[src/design/kmsh_pkg.sv]
// Shared types, constants, keymap tables and the microcode program of the key matrix
// scanner that builds HID boot keyboard reports.
// No dependencies; the top level and the sequencer refer to it by scoped names.
package kmsh_pkg;

  // Matrix and report geometry.
  localparam int ROWS  = 6;
  localparam int COLS  = 8;
  localparam int SLOTS = 6;

  typedef logic [2:0] row_t;
  typedef logic [2:0] col_t;
  typedef logic [2:0] cnt_t;
  typedef logic [2:0] step_t;

  localparam row_t ROW_END   = row_t'(ROWS);
  localparam row_t LAST_ROW  = row_t'(ROWS - 1);
  localparam col_t LAST_COL  = col_t'(COLS - 1);
  localparam cnt_t SLOT_FULL = cnt_t'(SLOTS);

  // Special keys and masks.
  localparam row_t SHIFT_ROW      = 3'd5;
  localparam col_t SHIFT_COL      = 3'd2;
  localparam logic [7:0] SHIFT_MOD = 8'h22;
  localparam row_t MENU_ROW       = 3'd0;
  localparam col_t MENU_COL       = 3'd6;
  localparam row_t R_ROW          = 3'd2;
  localparam col_t R_COL          = 3'd6;
  localparam col_t FIRST_MENU_COL = 3'd5;
  localparam int   JOY_BITS       = 5;

  // HID usage codes, unshifted map first, then shifted map.
  localparam logic [7:0] KEYMAP [2][ROWS][COLS] = '{
    '{
      '{8'h28, 8'h50, 8'h52, 8'h4F, 8'h51, 8'h3E, 8'h3B, 8'h00},
      '{8'h05, 8'h0B, 8'h19, 8'h1C, 8'h23, 8'h0A, 8'h17, 8'h22},
      '{8'h11, 8'h0D, 8'h06, 8'h18, 8'h24, 8'h09, 8'h15, 8'h21},
      '{8'h10, 8'h0E, 8'h1B, 8'h0C, 8'h25, 8'h07, 8'h08, 8'h20},
      '{8'h37, 8'h0F, 8'h1D, 8'h12, 8'h26, 8'h16, 8'h1A, 8'h1F},
      '{8'h2C, 8'h28, 8'h00, 8'h13, 8'h27, 8'h04, 8'h14, 8'h1E}
    },
    '{
      '{8'h28, 8'h50, 8'h52, 8'h4F, 8'h51, 8'h3C, 8'h3F, 8'h00},
      '{8'h05, 8'h0B, 8'h19, 8'h1C, 8'h23, 8'h0A, 8'h17, 8'h22},
      '{8'h11, 8'h0D, 8'h06, 8'h18, 8'h24, 8'h09, 8'h15, 8'h21},
      '{8'h10, 8'h0E, 8'h1B, 8'h0C, 8'h25, 8'h07, 8'h08, 8'h20},
      '{8'h37, 8'h0F, 8'h1D, 8'h12, 8'h26, 8'h16, 8'h1A, 8'h1F},
      '{8'h2C, 8'h28, 8'h00, 8'h13, 8'h27, 8'h04, 8'h14, 8'h1E}
    }
  };

  // Datapath actions selected by the control word.
  typedef enum logic [2:0] {
    ACT_NONE,
    ACT_IDLE,
    ACT_STORE,
    ACT_LOAD,
    ACT_SEEK,
    ACT_WALK,
    ACT_EMIT
  } act_t;

  // Jump conditions tested by the sequencer.
  typedef enum logic [2:0] {
    COND_NEVER,
    COND_NO_BEAT,
    COND_IS_REPORT,
    COND_SEEKING,
    COND_WALK_MORE,
    COND_OUT_BUSY
  } cond_t;

  // Status flags from the datapath to the sequencer.
  typedef struct packed {
    logic no_beat;
    logic is_report;
    logic seeking;
    logic walk_more;
    logic out_busy;
  } flags_t;

  // One control word: action, jump condition, jump target, fall-through step.
  typedef struct packed {
    act_t  act;
    cond_t cond;
    step_t jump;
    step_t next;
  } ucode_t;

  // Program addresses.
  localparam step_t STEP_IDLE     = 3'd0;
  localparam step_t STEP_DISPATCH = 3'd1;
  localparam step_t STEP_STORE    = 3'd2;
  localparam step_t STEP_LOAD     = 3'd3;
  localparam step_t STEP_SEEK     = 3'd4;
  localparam step_t STEP_WALK     = 3'd5;
  localparam step_t STEP_EMIT     = 3'd6;

  // Control store.
  function automatic ucode_t ucode(step_t s);
    ucode_t w;
    w = '{act: ACT_NONE, cond: COND_NEVER, jump: STEP_IDLE, next: STEP_IDLE};
    unique case (s)
      STEP_IDLE:
        w = '{act: ACT_IDLE, cond: COND_NO_BEAT, jump: STEP_IDLE, next: STEP_DISPATCH};
      STEP_DISPATCH:
        w = '{act: ACT_NONE, cond: COND_IS_REPORT, jump: STEP_LOAD, next: STEP_STORE};
      STEP_STORE:
        w = '{act: ACT_STORE, cond: COND_NEVER, jump: STEP_IDLE, next: STEP_EMIT};
      STEP_LOAD:
        w = '{act: ACT_LOAD, cond: COND_NEVER, jump: STEP_IDLE, next: STEP_SEEK};
      STEP_SEEK:
        w = '{act: ACT_SEEK, cond: COND_SEEKING, jump: STEP_SEEK, next: STEP_WALK};
      STEP_WALK:
        w = '{act: ACT_WALK, cond: COND_WALK_MORE, jump: STEP_WALK, next: STEP_EMIT};
      STEP_EMIT:
        w = '{act: ACT_EMIT, cond: COND_OUT_BUSY, jump: STEP_EMIT, next: STEP_IDLE};
      default:
        w = '{act: ACT_NONE, cond: COND_NEVER, jump: STEP_IDLE, next: STEP_IDLE};
    endcase
    return w;
  endfunction

endpackage

[src/design/kmsh_req_if.sv]
// Input channel of the key matrix scanner: valid/ready handshake with one scan or
// report request per beat. Depends on nothing.
interface kmsh_req_if;
  logic       valid;
  logic       ready;
  logic       opcode;
  logic [7:0] column_bits;
  logic [7:0] modifier_in;
  logic [7:0] slot0_in;
  logic [7:0] slot1_in;
  logic [7:0] slot2_in;
  logic [7:0] slot3_in;
  logic [7:0] slot4_in;
  logic [7:0] slot5_in;

  modport source (
    output valid, opcode, column_bits, modifier_in,
    output slot0_in, slot1_in, slot2_in, slot3_in, slot4_in, slot5_in,
    input  ready
  );

  modport sink (
    input  valid, opcode, column_bits, modifier_in,
    input  slot0_in, slot1_in, slot2_in, slot3_in, slot4_in, slot5_in,
    output ready
  );
endinterface

[src/design/kmsh_rsp_if.sv]
// Output channel of the key matrix scanner: valid/ready handshake with one report
// and status result per beat. Depends on nothing.
interface kmsh_rsp_if;
  logic       valid;
  logic       ready;
  logic [7:0] modifier_out;
  logic [7:0] slot0_out;
  logic [7:0] slot1_out;
  logic [7:0] slot2_out;
  logic [7:0] slot3_out;
  logic [7:0] slot4_out;
  logic [7:0] slot5_out;
  logic       boot_request;
  logic [4:0] joystick_bits;
  logic [2:0] drive_row;

  modport source (
    output valid, modifier_out,
    output slot0_out, slot1_out, slot2_out, slot3_out, slot4_out, slot5_out,
    output boot_request, joystick_bits, drive_row,
    input  ready
  );

  modport sink (
    input  valid, modifier_out,
    input  slot0_out, slot1_out, slot2_out, slot3_out, slot4_out, slot5_out,
    input  boot_request, joystick_bits, drive_row,
    output ready
  );
endinterface

[src/design/key_matrix_scan_to_hid_report_top.sv]
// Key matrix scanner and HID boot report builder, top level and datapath.
// Scan beat: dispatch, store of the captured row into the matrix, then emit. Report beat:
// dispatch, load, the slot search, the walk over up to 43 matrix keys (one per cycle,
// ending early once all slots are full) and emit; a stalled result holds the emit step.
// Synchronous reset clears the stored matrix rows, the driven row and the output valid.
// Depends on kmsh_pkg, kmsh_req_if, kmsh_rsp_if and kmsh_useq.
module key_matrix_scan_to_hid_report_top (
  input  logic              clk,
  input  logic              rst,
  kmsh_req_if.sink          req,
  kmsh_rsp_if.source        rsp
);

  kmsh_pkg::act_t   act;
  kmsh_pkg::flags_t flags;

  // Matrix state.
  logic [7:0]       row_pressed [kmsh_pkg::ROWS];
  kmsh_pkg::row_t   scan_row;

  // Working registers of one item.
  logic             op_report;
  logic [7:0]       col_cap;
  logic [7:0]       mod;
  logic [7:0]       slot [kmsh_pkg::SLOTS];
  kmsh_pkg::cnt_t   used;
  kmsh_pkg::row_t   r;
  kmsh_pkg::col_t   c;
  logic             map_sel;

  // Output register.
  logic             rsp_valid;
  logic [7:0]       mod_out;
  logic [7:0]       slot_out [kmsh_pkg::SLOTS];
  logic             boot_out;
  logic [kmsh_pkg::JOY_BITS-1:0] joy_out;
  kmsh_pkg::row_t   drive_out;

  logic             beat;
  logic             out_busy;
  logic [7:0]       slot_at_used;
  logic [7:0]       key_code;
  logic             key_hit;
  kmsh_pkg::cnt_t   used_inc;
  logic             last_pos;

  kmsh_useq u_useq (
    .clk   (clk),
    .rst   (rst),
    .flags (flags),
    .act   (act)
  );

  // Handshakes.
  assign req.ready = (act == kmsh_pkg::ACT_IDLE);
  assign beat      = req.valid && req.ready;
  assign out_busy  = rsp_valid && !rsp.ready;

  // Slot at the fill position, empty once all slots are used.
  always_comb begin
    slot_at_used = 8'h00;
    if (used != kmsh_pkg::SLOT_FULL) begin
      slot_at_used = slot[used];
    end
  end

  // Key at the walk position and whether it fills a slot.
  assign key_code = kmsh_pkg::KEYMAP[map_sel][r][c];
  assign key_hit  = (used != kmsh_pkg::SLOT_FULL) && row_pressed[r][c] && (key_code != 8'h00);
  assign used_inc = used + 3'd1;
  assign last_pos = (r == kmsh_pkg::LAST_ROW) && (c == kmsh_pkg::LAST_COL);

  // Status flags for the sequencer.
  always_comb begin
    flags.no_beat   = !beat;
    flags.is_report = op_report;
    flags.seeking   = (slot_at_used != 8'h00);
    flags.walk_more = !last_pos && (used != kmsh_pkg::SLOT_FULL) &&
                      !(key_hit && (used_inc == kmsh_pkg::SLOT_FULL));
    flags.out_busy  = out_busy;
  end

  // Datapath driven by the current action.
  always_ff @(posedge clk) begin
    if (rst) begin
      scan_row  <= '0;
      rsp_valid <= 1'b0;
      for (int i = 0; i < kmsh_pkg::ROWS; i++) begin
        row_pressed[i] <= 8'h00;
      end
    end else begin
      // Result valid is set by an emit step with a free output and cleared when taken.
      if (act == kmsh_pkg::ACT_EMIT && !out_busy) begin
        rsp_valid <= 1'b1;
      end else if (rsp_valid && rsp.ready) begin
        rsp_valid <= 1'b0;
      end
      unique case (act)
        kmsh_pkg::ACT_IDLE: begin
          if (beat) begin
            op_report <= req.opcode;
            col_cap   <= req.column_bits;
            mod       <= req.modifier_in;
            slot[0]   <= req.slot0_in;
            slot[1]   <= req.slot1_in;
            slot[2]   <= req.slot2_in;
            slot[3]   <= req.slot3_in;
            slot[4]   <= req.slot4_in;
            slot[5]   <= req.slot5_in;
          end
        end
        kmsh_pkg::ACT_STORE: begin
          if (scan_row < kmsh_pkg::ROW_END) begin
            row_pressed[scan_row] <= col_cap;
          end
          scan_row <= (scan_row >= kmsh_pkg::LAST_ROW) ? 3'd0 : scan_row + 3'd1;
        end
        kmsh_pkg::ACT_LOAD: begin
          used    <= '0;
          r       <= '0;
          c       <= kmsh_pkg::FIRST_MENU_COL;
          map_sel <= row_pressed[kmsh_pkg::SHIFT_ROW][kmsh_pkg::SHIFT_COL];
          if (row_pressed[kmsh_pkg::SHIFT_ROW][kmsh_pkg::SHIFT_COL]) begin
            mod <= mod | kmsh_pkg::SHIFT_MOD;
          end
        end
        kmsh_pkg::ACT_SEEK: begin
          if (flags.seeking) begin
            used <= used_inc;
          end
        end
        kmsh_pkg::ACT_WALK: begin
          if (key_hit) begin
            slot[used] <= key_code;
            used       <= used_inc;
          end
          if (c == kmsh_pkg::LAST_COL) begin
            c <= '0;
            r <= r + 3'd1;
          end else begin
            c <= c + 3'd1;
          end
        end
        kmsh_pkg::ACT_EMIT: begin
          if (!out_busy) begin
            mod_out   <= op_report ? mod : 8'h00;
            for (int i = 0; i < kmsh_pkg::SLOTS; i++) begin
              slot_out[i] <= op_report ? slot[i] : 8'h00;
            end
            boot_out  <= row_pressed[kmsh_pkg::MENU_ROW][kmsh_pkg::MENU_COL] &&
                         row_pressed[kmsh_pkg::R_ROW][kmsh_pkg::R_COL];
            joy_out   <= row_pressed[0][kmsh_pkg::JOY_BITS-1:0];
            drive_out <= scan_row;
          end
        end
        kmsh_pkg::ACT_NONE: begin
        end
        default: begin
        end
      endcase
    end
  end

  // Result channel.
  assign rsp.valid         = rsp_valid;
  assign rsp.modifier_out  = mod_out;
  assign rsp.slot0_out     = slot_out[0];
  assign rsp.slot1_out     = slot_out[1];
  assign rsp.slot2_out     = slot_out[2];
  assign rsp.slot3_out     = slot_out[3];
  assign rsp.slot4_out     = slot_out[4];
  assign rsp.slot5_out     = slot_out[5];
  assign rsp.boot_request  = boot_out;
  assign rsp.joystick_bits = joy_out;
  assign rsp.drive_row     = drive_out;

endmodule

[src/design/kmsh_useq.sv]
// Microcode sequencer: step counter, control store lookup and conditional jumps.
// Depends on kmsh_pkg for the control word, action, condition and flag types.
module kmsh_useq (
  input  logic              clk,
  input  logic              rst,
  input  kmsh_pkg::flags_t  flags,
  output kmsh_pkg::act_t    act
);

  kmsh_pkg::step_t  step;
  kmsh_pkg::step_t  step_next;
  kmsh_pkg::ucode_t cw;
  logic             taken;

  // Fetch the control word of the current step.
  assign cw  = kmsh_pkg::ucode(step);
  assign act = cw.act;

  // Select the jump condition.
  always_comb begin
    unique case (cw.cond)
      kmsh_pkg::COND_NEVER:     taken = 1'b0;
      kmsh_pkg::COND_NO_BEAT:   taken = flags.no_beat;
      kmsh_pkg::COND_IS_REPORT: taken = flags.is_report;
      kmsh_pkg::COND_SEEKING:   taken = flags.seeking;
      kmsh_pkg::COND_WALK_MORE: taken = flags.walk_more;
      kmsh_pkg::COND_OUT_BUSY:  taken = flags.out_busy;
      default:                  taken = 1'b0;
    endcase
  end

  // Next step: jump target when the condition holds, else fall through.
  always_comb begin
    step_next = taken ? cw.jump : cw.next;
  end

  // Step counter.
  always_ff @(posedge clk) begin
    if (rst) begin
      step <= kmsh_pkg::STEP_IDLE;
    end else begin
      step <= step_next;
    end
  end

endmodule

[src/flat_wrapper.sv]
// flat-port wrapper written by rule: the top's interface ports become plain ports
module key_matrix_scan_to_hid_report_top_flat 
  (clk, rst, req_valid, req_opcode, req_column_bits, req_modifier_in, req_slot0_in, req_slot1_in, req_slot2_in, req_slot3_in, req_slot4_in, req_slot5_in, req_ready, rsp_valid, rsp_modifier_out, rsp_slot0_out, rsp_slot1_out, rsp_slot2_out, rsp_slot3_out, rsp_slot4_out, rsp_slot5_out, rsp_boot_request, rsp_joystick_bits, rsp_drive_row, rsp_ready);
  kmsh_req_if req_i ();
  kmsh_rsp_if rsp_i ();
  input  logic clk;
  input  logic rst;
  input wire logic [$bits(req_i.valid)-1:0] req_valid;
  input wire logic [$bits(req_i.opcode)-1:0] req_opcode;
  input wire logic [$bits(req_i.column_bits)-1:0] req_column_bits;
  input wire logic [$bits(req_i.modifier_in)-1:0] req_modifier_in;
  input wire logic [$bits(req_i.slot0_in)-1:0] req_slot0_in;
  input wire logic [$bits(req_i.slot1_in)-1:0] req_slot1_in;
  input wire logic [$bits(req_i.slot2_in)-1:0] req_slot2_in;
  input wire logic [$bits(req_i.slot3_in)-1:0] req_slot3_in;
  input wire logic [$bits(req_i.slot4_in)-1:0] req_slot4_in;
  input wire logic [$bits(req_i.slot5_in)-1:0] req_slot5_in;
  output wire logic [$bits(req_i.ready)-1:0] req_ready;
  output wire logic [$bits(rsp_i.valid)-1:0] rsp_valid;
  output wire logic [$bits(rsp_i.modifier_out)-1:0] rsp_modifier_out;
  output wire logic [$bits(rsp_i.slot0_out)-1:0] rsp_slot0_out;
  output wire logic [$bits(rsp_i.slot1_out)-1:0] rsp_slot1_out;
  output wire logic [$bits(rsp_i.slot2_out)-1:0] rsp_slot2_out;
  output wire logic [$bits(rsp_i.slot3_out)-1:0] rsp_slot3_out;
  output wire logic [$bits(rsp_i.slot4_out)-1:0] rsp_slot4_out;
  output wire logic [$bits(rsp_i.slot5_out)-1:0] rsp_slot5_out;
  output wire logic [$bits(rsp_i.boot_request)-1:0] rsp_boot_request;
  output wire logic [$bits(rsp_i.joystick_bits)-1:0] rsp_joystick_bits;
  output wire logic [$bits(rsp_i.drive_row)-1:0] rsp_drive_row;
  input wire logic [$bits(rsp_i.ready)-1:0] rsp_ready;
  assign req_i.valid = req_valid;
  assign req_i.opcode = req_opcode;
  assign req_i.column_bits = req_column_bits;
  assign req_i.modifier_in = req_modifier_in;
  assign req_i.slot0_in = req_slot0_in;
  assign req_i.slot1_in = req_slot1_in;
  assign req_i.slot2_in = req_slot2_in;
  assign req_i.slot3_in = req_slot3_in;
  assign req_i.slot4_in = req_slot4_in;
  assign req_i.slot5_in = req_slot5_in;
  assign req_ready = req_i.ready;
  assign rsp_valid = rsp_i.valid;
  assign rsp_modifier_out = rsp_i.modifier_out;
  assign rsp_slot0_out = rsp_i.slot0_out;
  assign rsp_slot1_out = rsp_i.slot1_out;
  assign rsp_slot2_out = rsp_i.slot2_out;
  assign rsp_slot3_out = rsp_i.slot3_out;
  assign rsp_slot4_out = rsp_i.slot4_out;
  assign rsp_slot5_out = rsp_i.slot5_out;
  assign rsp_boot_request = rsp_i.boot_request;
  assign rsp_joystick_bits = rsp_i.joystick_bits;
  assign rsp_drive_row = rsp_i.drive_row;
  assign rsp_i.ready = rsp_ready;
  key_matrix_scan_to_hid_report_top u_core (.clk(clk), .rst(rst), .req(req_i), .rsp(rsp_i));
endmodule
[config.mk]
export PLATFORM = sky130hd
export DESIGN_NAME = key_matrix_scan_to_hid_report_top_flat
export DESIGN_NICKNAME = d
export VERILOG_FILES = /design/src/design/kmsh_pkg.sv /design/src/design/kmsh_req_if.sv /design/src/design/kmsh_rsp_if.sv /design/src/design/key_matrix_scan_to_hid_report_top.sv /design/src/design/kmsh_useq.sv /design/src/flat_wrapper.sv
export SDC_FILE = /design/constraint.sdc
export NUM_CORES = 1
export LEC_CHECK = 0
export ABC_AREA = 1
export BUFFER_PORTS_ARGS = -buffer_cell sky130_fd_sc_hd__buf_2
export CORE_MARGIN = 3
export CORE_UTILIZATION = 35
export CTS_CLUSTER_SIZE = 10
export DETAILED_ROUTE_END_ITERATION = 10
export PLACE_DENSITY_LB_ADDON = 0.12
export SYNTH_ARGS = -nofsm -noshare
export SYNTH_HDL_FRONTEND = slang
export SYNTH_SLANG_ARGS = --single-unit
export TNS_END_PERCENT = 20
[constraint.sdc]
create_clock -name clk -period 8.4 [get_ports clk]
set_clock_uncertainty 0.1 [all_clocks]
set_input_delay 1.68 -clock clk [delete_from_list [all_inputs] [get_ports clk]]
set_output_delay 1.68 -clock clk [all_outputs]
set_load 0.01 [all_outputs]
Yosys cells after proc, flatten, opt, wreduce, memory -nomap -nowiden
Memory sizes are Yosys's and may differ from the RTL's. A register that Yosys moved wholly into a read port is not among the register bits.
Index checks and enable logic that the tools add are counted.

storage, ports and cells
  bits in registers = 46
  memory bits (writable) = 144
  bits of input ports = 69
  output and inout bits = 67
  memories = 3

operators by class
  $add $sub $neg = 4
  magnitude comparators = 6
  eq/ne operators = 26
  muxes and demuxes = 60
  bitwise logic cells = 6
  reduce and logical (&&, ||, !) cells = 33

memories
  name                depth  bits a word  rd ports  clocked after memory_dff  wr ports  RTL line                                 source
  u_core.row_pressed  6      8            5         2                         6         key_matrix_scan_to_hid_report_top.sv:18  logic [7:0] row_pressed [kmsh_pkg::ROWS];
  u_core.slot         6      8            7         1                         6         key_matrix_scan_to_hid_report_top.sv:25  logic [7:0] slot [kmsh_pkg::SLOTS];
  u_core.slot_out     6      8            6         0                         6         key_matrix_scan_to_hid_report_top.sv:34  logic [7:0] slot_out [kmsh_pkg::SLOTS];

operators with widths
  cell                                                                   number
  384-bit two-way mux                                                    2
  338-bit two-way mux                                                    1
  64-bit binary-select mux with 3-bit select                             1
  64-bit two-way mux                                                     2
  8-bit two-way mux                                                      12
  12-bit one-hot mux with 7 select lines                                 1
  3-bit equality test, second input constant                             11
  3-bit two-way mux                                                      10
  8-bit binary-select mux with 3-bit select                              1
  1-bit two-way mux                                                      23
  3-bit by 2-bit equality test with 1-bit output, second input constant  6
  8-bit one-hot mux with 2 select lines                                  1
  8-bit nonzero test                                                     2
  8-bit OR reduction                                                     2
  3-bit by 1-bit adder with 3-bit output, second input constant          4
  3-bit one-hot mux with 2 select lines                                  2
  4-bit AND reduction                                                    3
  1-bit logical AND                                                      11
  3-bit by 1-bit equality test with 1-bit output, second input constant  3
  3-bit one-hot mux with 3 select lines                                  1
  3-bit AND reduction                                                    3
  4-bit greater-or-equal comparator, second input constant               2
  3-bit inverter with 4-bit output                                       2
  6-bit two-way mux                                                      1
  16 further kinds                                                       28

Longest topological paths before layout
  word-level depth = 18
  mapped depth = 21

Hierarchy
A second synthesis with hierarchy kept.

unflattened totals
  cell total of the unflattened synthesis = 1106
  area total of the unflattened synthesis = 10906.7 um^2

by module, submodules not included
  module                             instances  cells each  area each (um^2)  seq. area each (um^2)
  key_matrix_scan_to_hid_report_top  1          1066        10669.0           6806.5
  kmsh_useq                          1          40          237.7             60.1

Least setup slack after synthesis
Ideal clock, no wire load.

  path type = input to register
  start = in rst
  end = mem u_core.slot_out[0][0] (enable)
  arrival time = 5.204 ns
  data required time = 7.787 ns
  slack = 2.583 ns
  cell stages on the path = 2
  path buffers = 1
  cell sequence = clkbuf_1 -> nor3_1

RTL lines
  element             RTL line                                 source
  start: declaration  flat_wrapper.sv:7                        input logic rst;
  end: declaration    key_matrix_scan_to_hid_report_top.sv:34

==> out/results.ini <==
[run_status]
outcome = finished clean

[routing]
drt_pass1_iterations = 5
ant_nets = 0
drc = 0
vias = 7837
wl_mm = 27.0
wl_per_cell_um = 16.1
drt_iter0_drc = 577
viasPerCell = 4.69

[synth]
ys.flop_type = edfxtp_1
synth_cell_types = 50
synth_warnings = 0
syn-cell-area_um2 = 11000
yosysSeqAreaShare_pct = 62.3
avgSynthCellArea_um2 = 9.95
synthArstFlopShare_pct = 0
synth_seq_cells = 233
synth_edf_count = 220
synth_cells = 1108

[timing]
fin_setup_tns_ps = 0
fmax_ghz = 0.269
hold_viol = 0
slew_viol_final = 0
slew_headroom_pct = 21.4
rsz0062_at_grt = no
finalSetupViolCount = 0
period_needed_ps = 3710
post-route-period-util_pct = 44.2
worst_slew_pin_slew_ps = 1170

[final_layout]
fillers = 3017
seq_area_um2 = 6870
area_growth_pct = 17.1
drive_gt1_share_pct = 17.9
postLayoutCellArea_um2 = 12900
antennaDiodeCount = 0
nets = 1343
multi_input_area_um2 = 3350

[floorplanning]
die_h_um = 183
fp.dieArea_um2 = 33700
start_util_pct = 35.8
rows = 64
die_w_um = 183
num_io_pins = 136
fp.coreArea_um2 = 30800

[setup_path]
slowest_delay_ps = 850
critPathKind = reg2reg
end_kind = flip-flop
critical_path_arrival_ps = 3800
path_cells = inv_2, nand3_1, nand3_1, nand2_1, nand2_1, nand3_1, nand3_1, nand2_1, and2_4, nand2_4, nor2_4, nand2_1, nor2_1
worstPathMaxFanout = 17
critPathBufInv = 1
cp_data_required_time_ps = 8490
cpMaxStageDelayCell = dfxtp_1
path_delay_family = simple AND/OR/NAND/NOR gates
start_kind = flip-flop

[place]
port_buffers = 135
post_dp_cell_area_um2 = 12000
gp_congestion = 0.810
dp_hpwl_mm = 19.0

[global_route]
grt_max_degree = 57
grt_pass1_vias = 7622
grt-ovfl-total = 0
grt_pass1_wl_mm = 41.9
grtUsageTotal_pct = 15.8
antenna_found_initial = 1

[clock_network]
postCtsSetupBuffers = 0
cts_hold_buf = 0
cts_sinks = 233
cts-root-buf = clkbuf_16
clkSlewWorstSetupHoldPaths_ps = 60
postCtsResizedCells = 0
cts_tree = done
clock_latency_ps = 560
clk_path_buf_depth = 3
htreeDepth = 1
cts_buffers = 28

[pwr]
p_per_area_nw_per_um2 = 234
leakage_nw = 5.66
ir_drop_v = 0.000160

[min_path]
worstHoldPathType = reg2reg

[run]
cap_violations = 0

[per-layer routing]
metal	track usage (%)	routed length [µm]	part of all wire [%]	vias to the layer above
met1	22.1	12400	46	3652
met2	26.0	12600	47	205
met5	0	13	0.048	-
met3	2.51	1410	5.2	47
met4	4.08	613	2.3	2
li1	-	-	-	3931
[sequential cells by signal, summed over array words and instances, names as in the netlist, 5 cells and up, named ones only]
| signal | cells |
|---|---|
| u_core.col_cap | 8 |
| u_core.slot_out | 48 |
| u_core.row_pressed | 64 |
| u_core.rsp.joystick_bits | 5 |
| u_core.mod | 8 |
| u_core.rsp.modifier_out | 8 |
| u_core.slot | 64 |
[where the power goes]
part | leakage (nW) | switching, mW | internal, mW | total [mW]
Sequential | 2.19 | 0.0687 | 1.40 | 1.47
Clock | 0.406 | 0.463 | 0.681 | 1.14
Combinational | 3.06 | 0.280 | 0.121 | 0.400
Total | 5.66 | 0.811 | 2.20 | 3.01
[worst reg2reg max path, delay by kind of cell (launching register included)]
family	cells	cell delay [ps]
and+or+nand+nor	12	2050
DFF	1	850
buffers and inverters	1	360
[worst paths after layout]
| check | slack (ps) | cells past startpoint | start | endpoint |
|---|---|---|---|---|
| worst max register to register | 4690 | 13 | flip-flop | u_core.slot[6][0] |
| worst min register to register | 350 | 0 | u_core.row_pressed[0][3] | u_core.rsp.joystick_bits[3] |
| worst min-delay path | 350 | 0 | u_core.row_pressed[0][3] | u_core.rsp.joystick_bits[3] |
| worst max-delay path | 4690 | 13 | flip-flop | u_core.slot[6][0] |
[placed cells by master (no fill, tap or decap), types with 10 or more instances in the layout]
cell       synthesis  final
ha_1              17     17
clkbuf_1          10     17
nand2_1          308    308
nand2_2           15     15
inv_1            144    144
inv_2             10     10
a21oi_1           13     13
clkbuf_16          0     28
o21ai_0           22     21
conb_1             1     16
nor2_1           102    102
nand3_1          122    122
buf_2              6    135
dfxtp_1           13     13
nor3_1            14     12
edfxtp_1         220    220
[layout make-up]
| type | instances | share of cell area [%] |
|---|---|---|
| Timing Repair Buffer | 139 | 5.47 |
| Clock buffer | 45 | 5.93 |
| Multi-Input combinational cell | 692 | 26.0 |
| Inverter | 163 | 4.86 |
| Tap cell | 396 | 3.84 |
| Sequential cell | 233 | 53.2 |
| Clock inverter | 4 | 0.727 |
[metrics by stage]
step	setup WS, ps	utilization, %	hold WS [ps]	instances	power, mW
after floorplan	2580	-	326	1123	1.77
after global placement	4490	39.1	344	1623	1.90
after detailed placement	4380	39.1	347	1623	1.90
after CTS	4660	41.8	342	1672	3.05
after global routing	4350	41.8	363	1672	3.17
final	4690	41.8	347	1672	3.01
[cell usage after synthesis, types with 3 or more instances]
| library cell | instances | area [µm²] |
|---|---|---|
| a21oi_2 | 3 | 26.3 |
| nand3b_1 | 5 | 37.5 |
| buf_2 | 6 | 30.0 |
| o21ai_0 | 22 | 110 |
| nor2_1 | 102 | 383 |
| nor4_1 | 8 | 50.1 |
| or2_2 | 3 | 18.8 |
| edfxtp_1 | 220 | 6610 |
| nand2_1 | 308 | 1160 |
| ha_1 | 17 | 213 |
| clkinv_1 | 4 | 15.0 |
| nand2_4 | 3 | 33.8 |
| a21oi_1 | 13 | 65.1 |
| nand3_4 | 4 | 70.1 |
| inv_1 | 144 | 541 |
| dfxtp_1 | 13 | 260 |
| nand2_2 | 15 | 93.8 |
| nand3_1 | 122 | 611 |
| nor3_1 | 14 | 70.1 |
| o211ai_1 | 3 | 22.5 |
| clkbuf_1 | 10 | 37.5 |
| inv_4 | 4 | 25.0 |
| buf_6 | 7 | 78.8 |
| nor3_4 | 3 | 48.8 |
| o21ai_1 | 7 | 35.0 |
| buf_4 | 10 | 75.1 |
| inv_2 | 10 | 37.5 |
[logic make-up after synthesis]
| logic type | after synthesis | synth area share, % |
|---|---|---|
| XOR/XNOR | 1 | 0.0795 |
| buffers and inverters | 198 | 7.97 |
| other | 1 | 0.0340 |
| flip-flops | 233 | 62.3 |
| AND/OR/NAND/NOR | 599 | 24.4 |
| adder cells (fa/ha/maj) | 17 | 1.93 |
| AO/OA/AOI/OAI | 59 | 3.26 |
(Power assumes the default switching activity.)
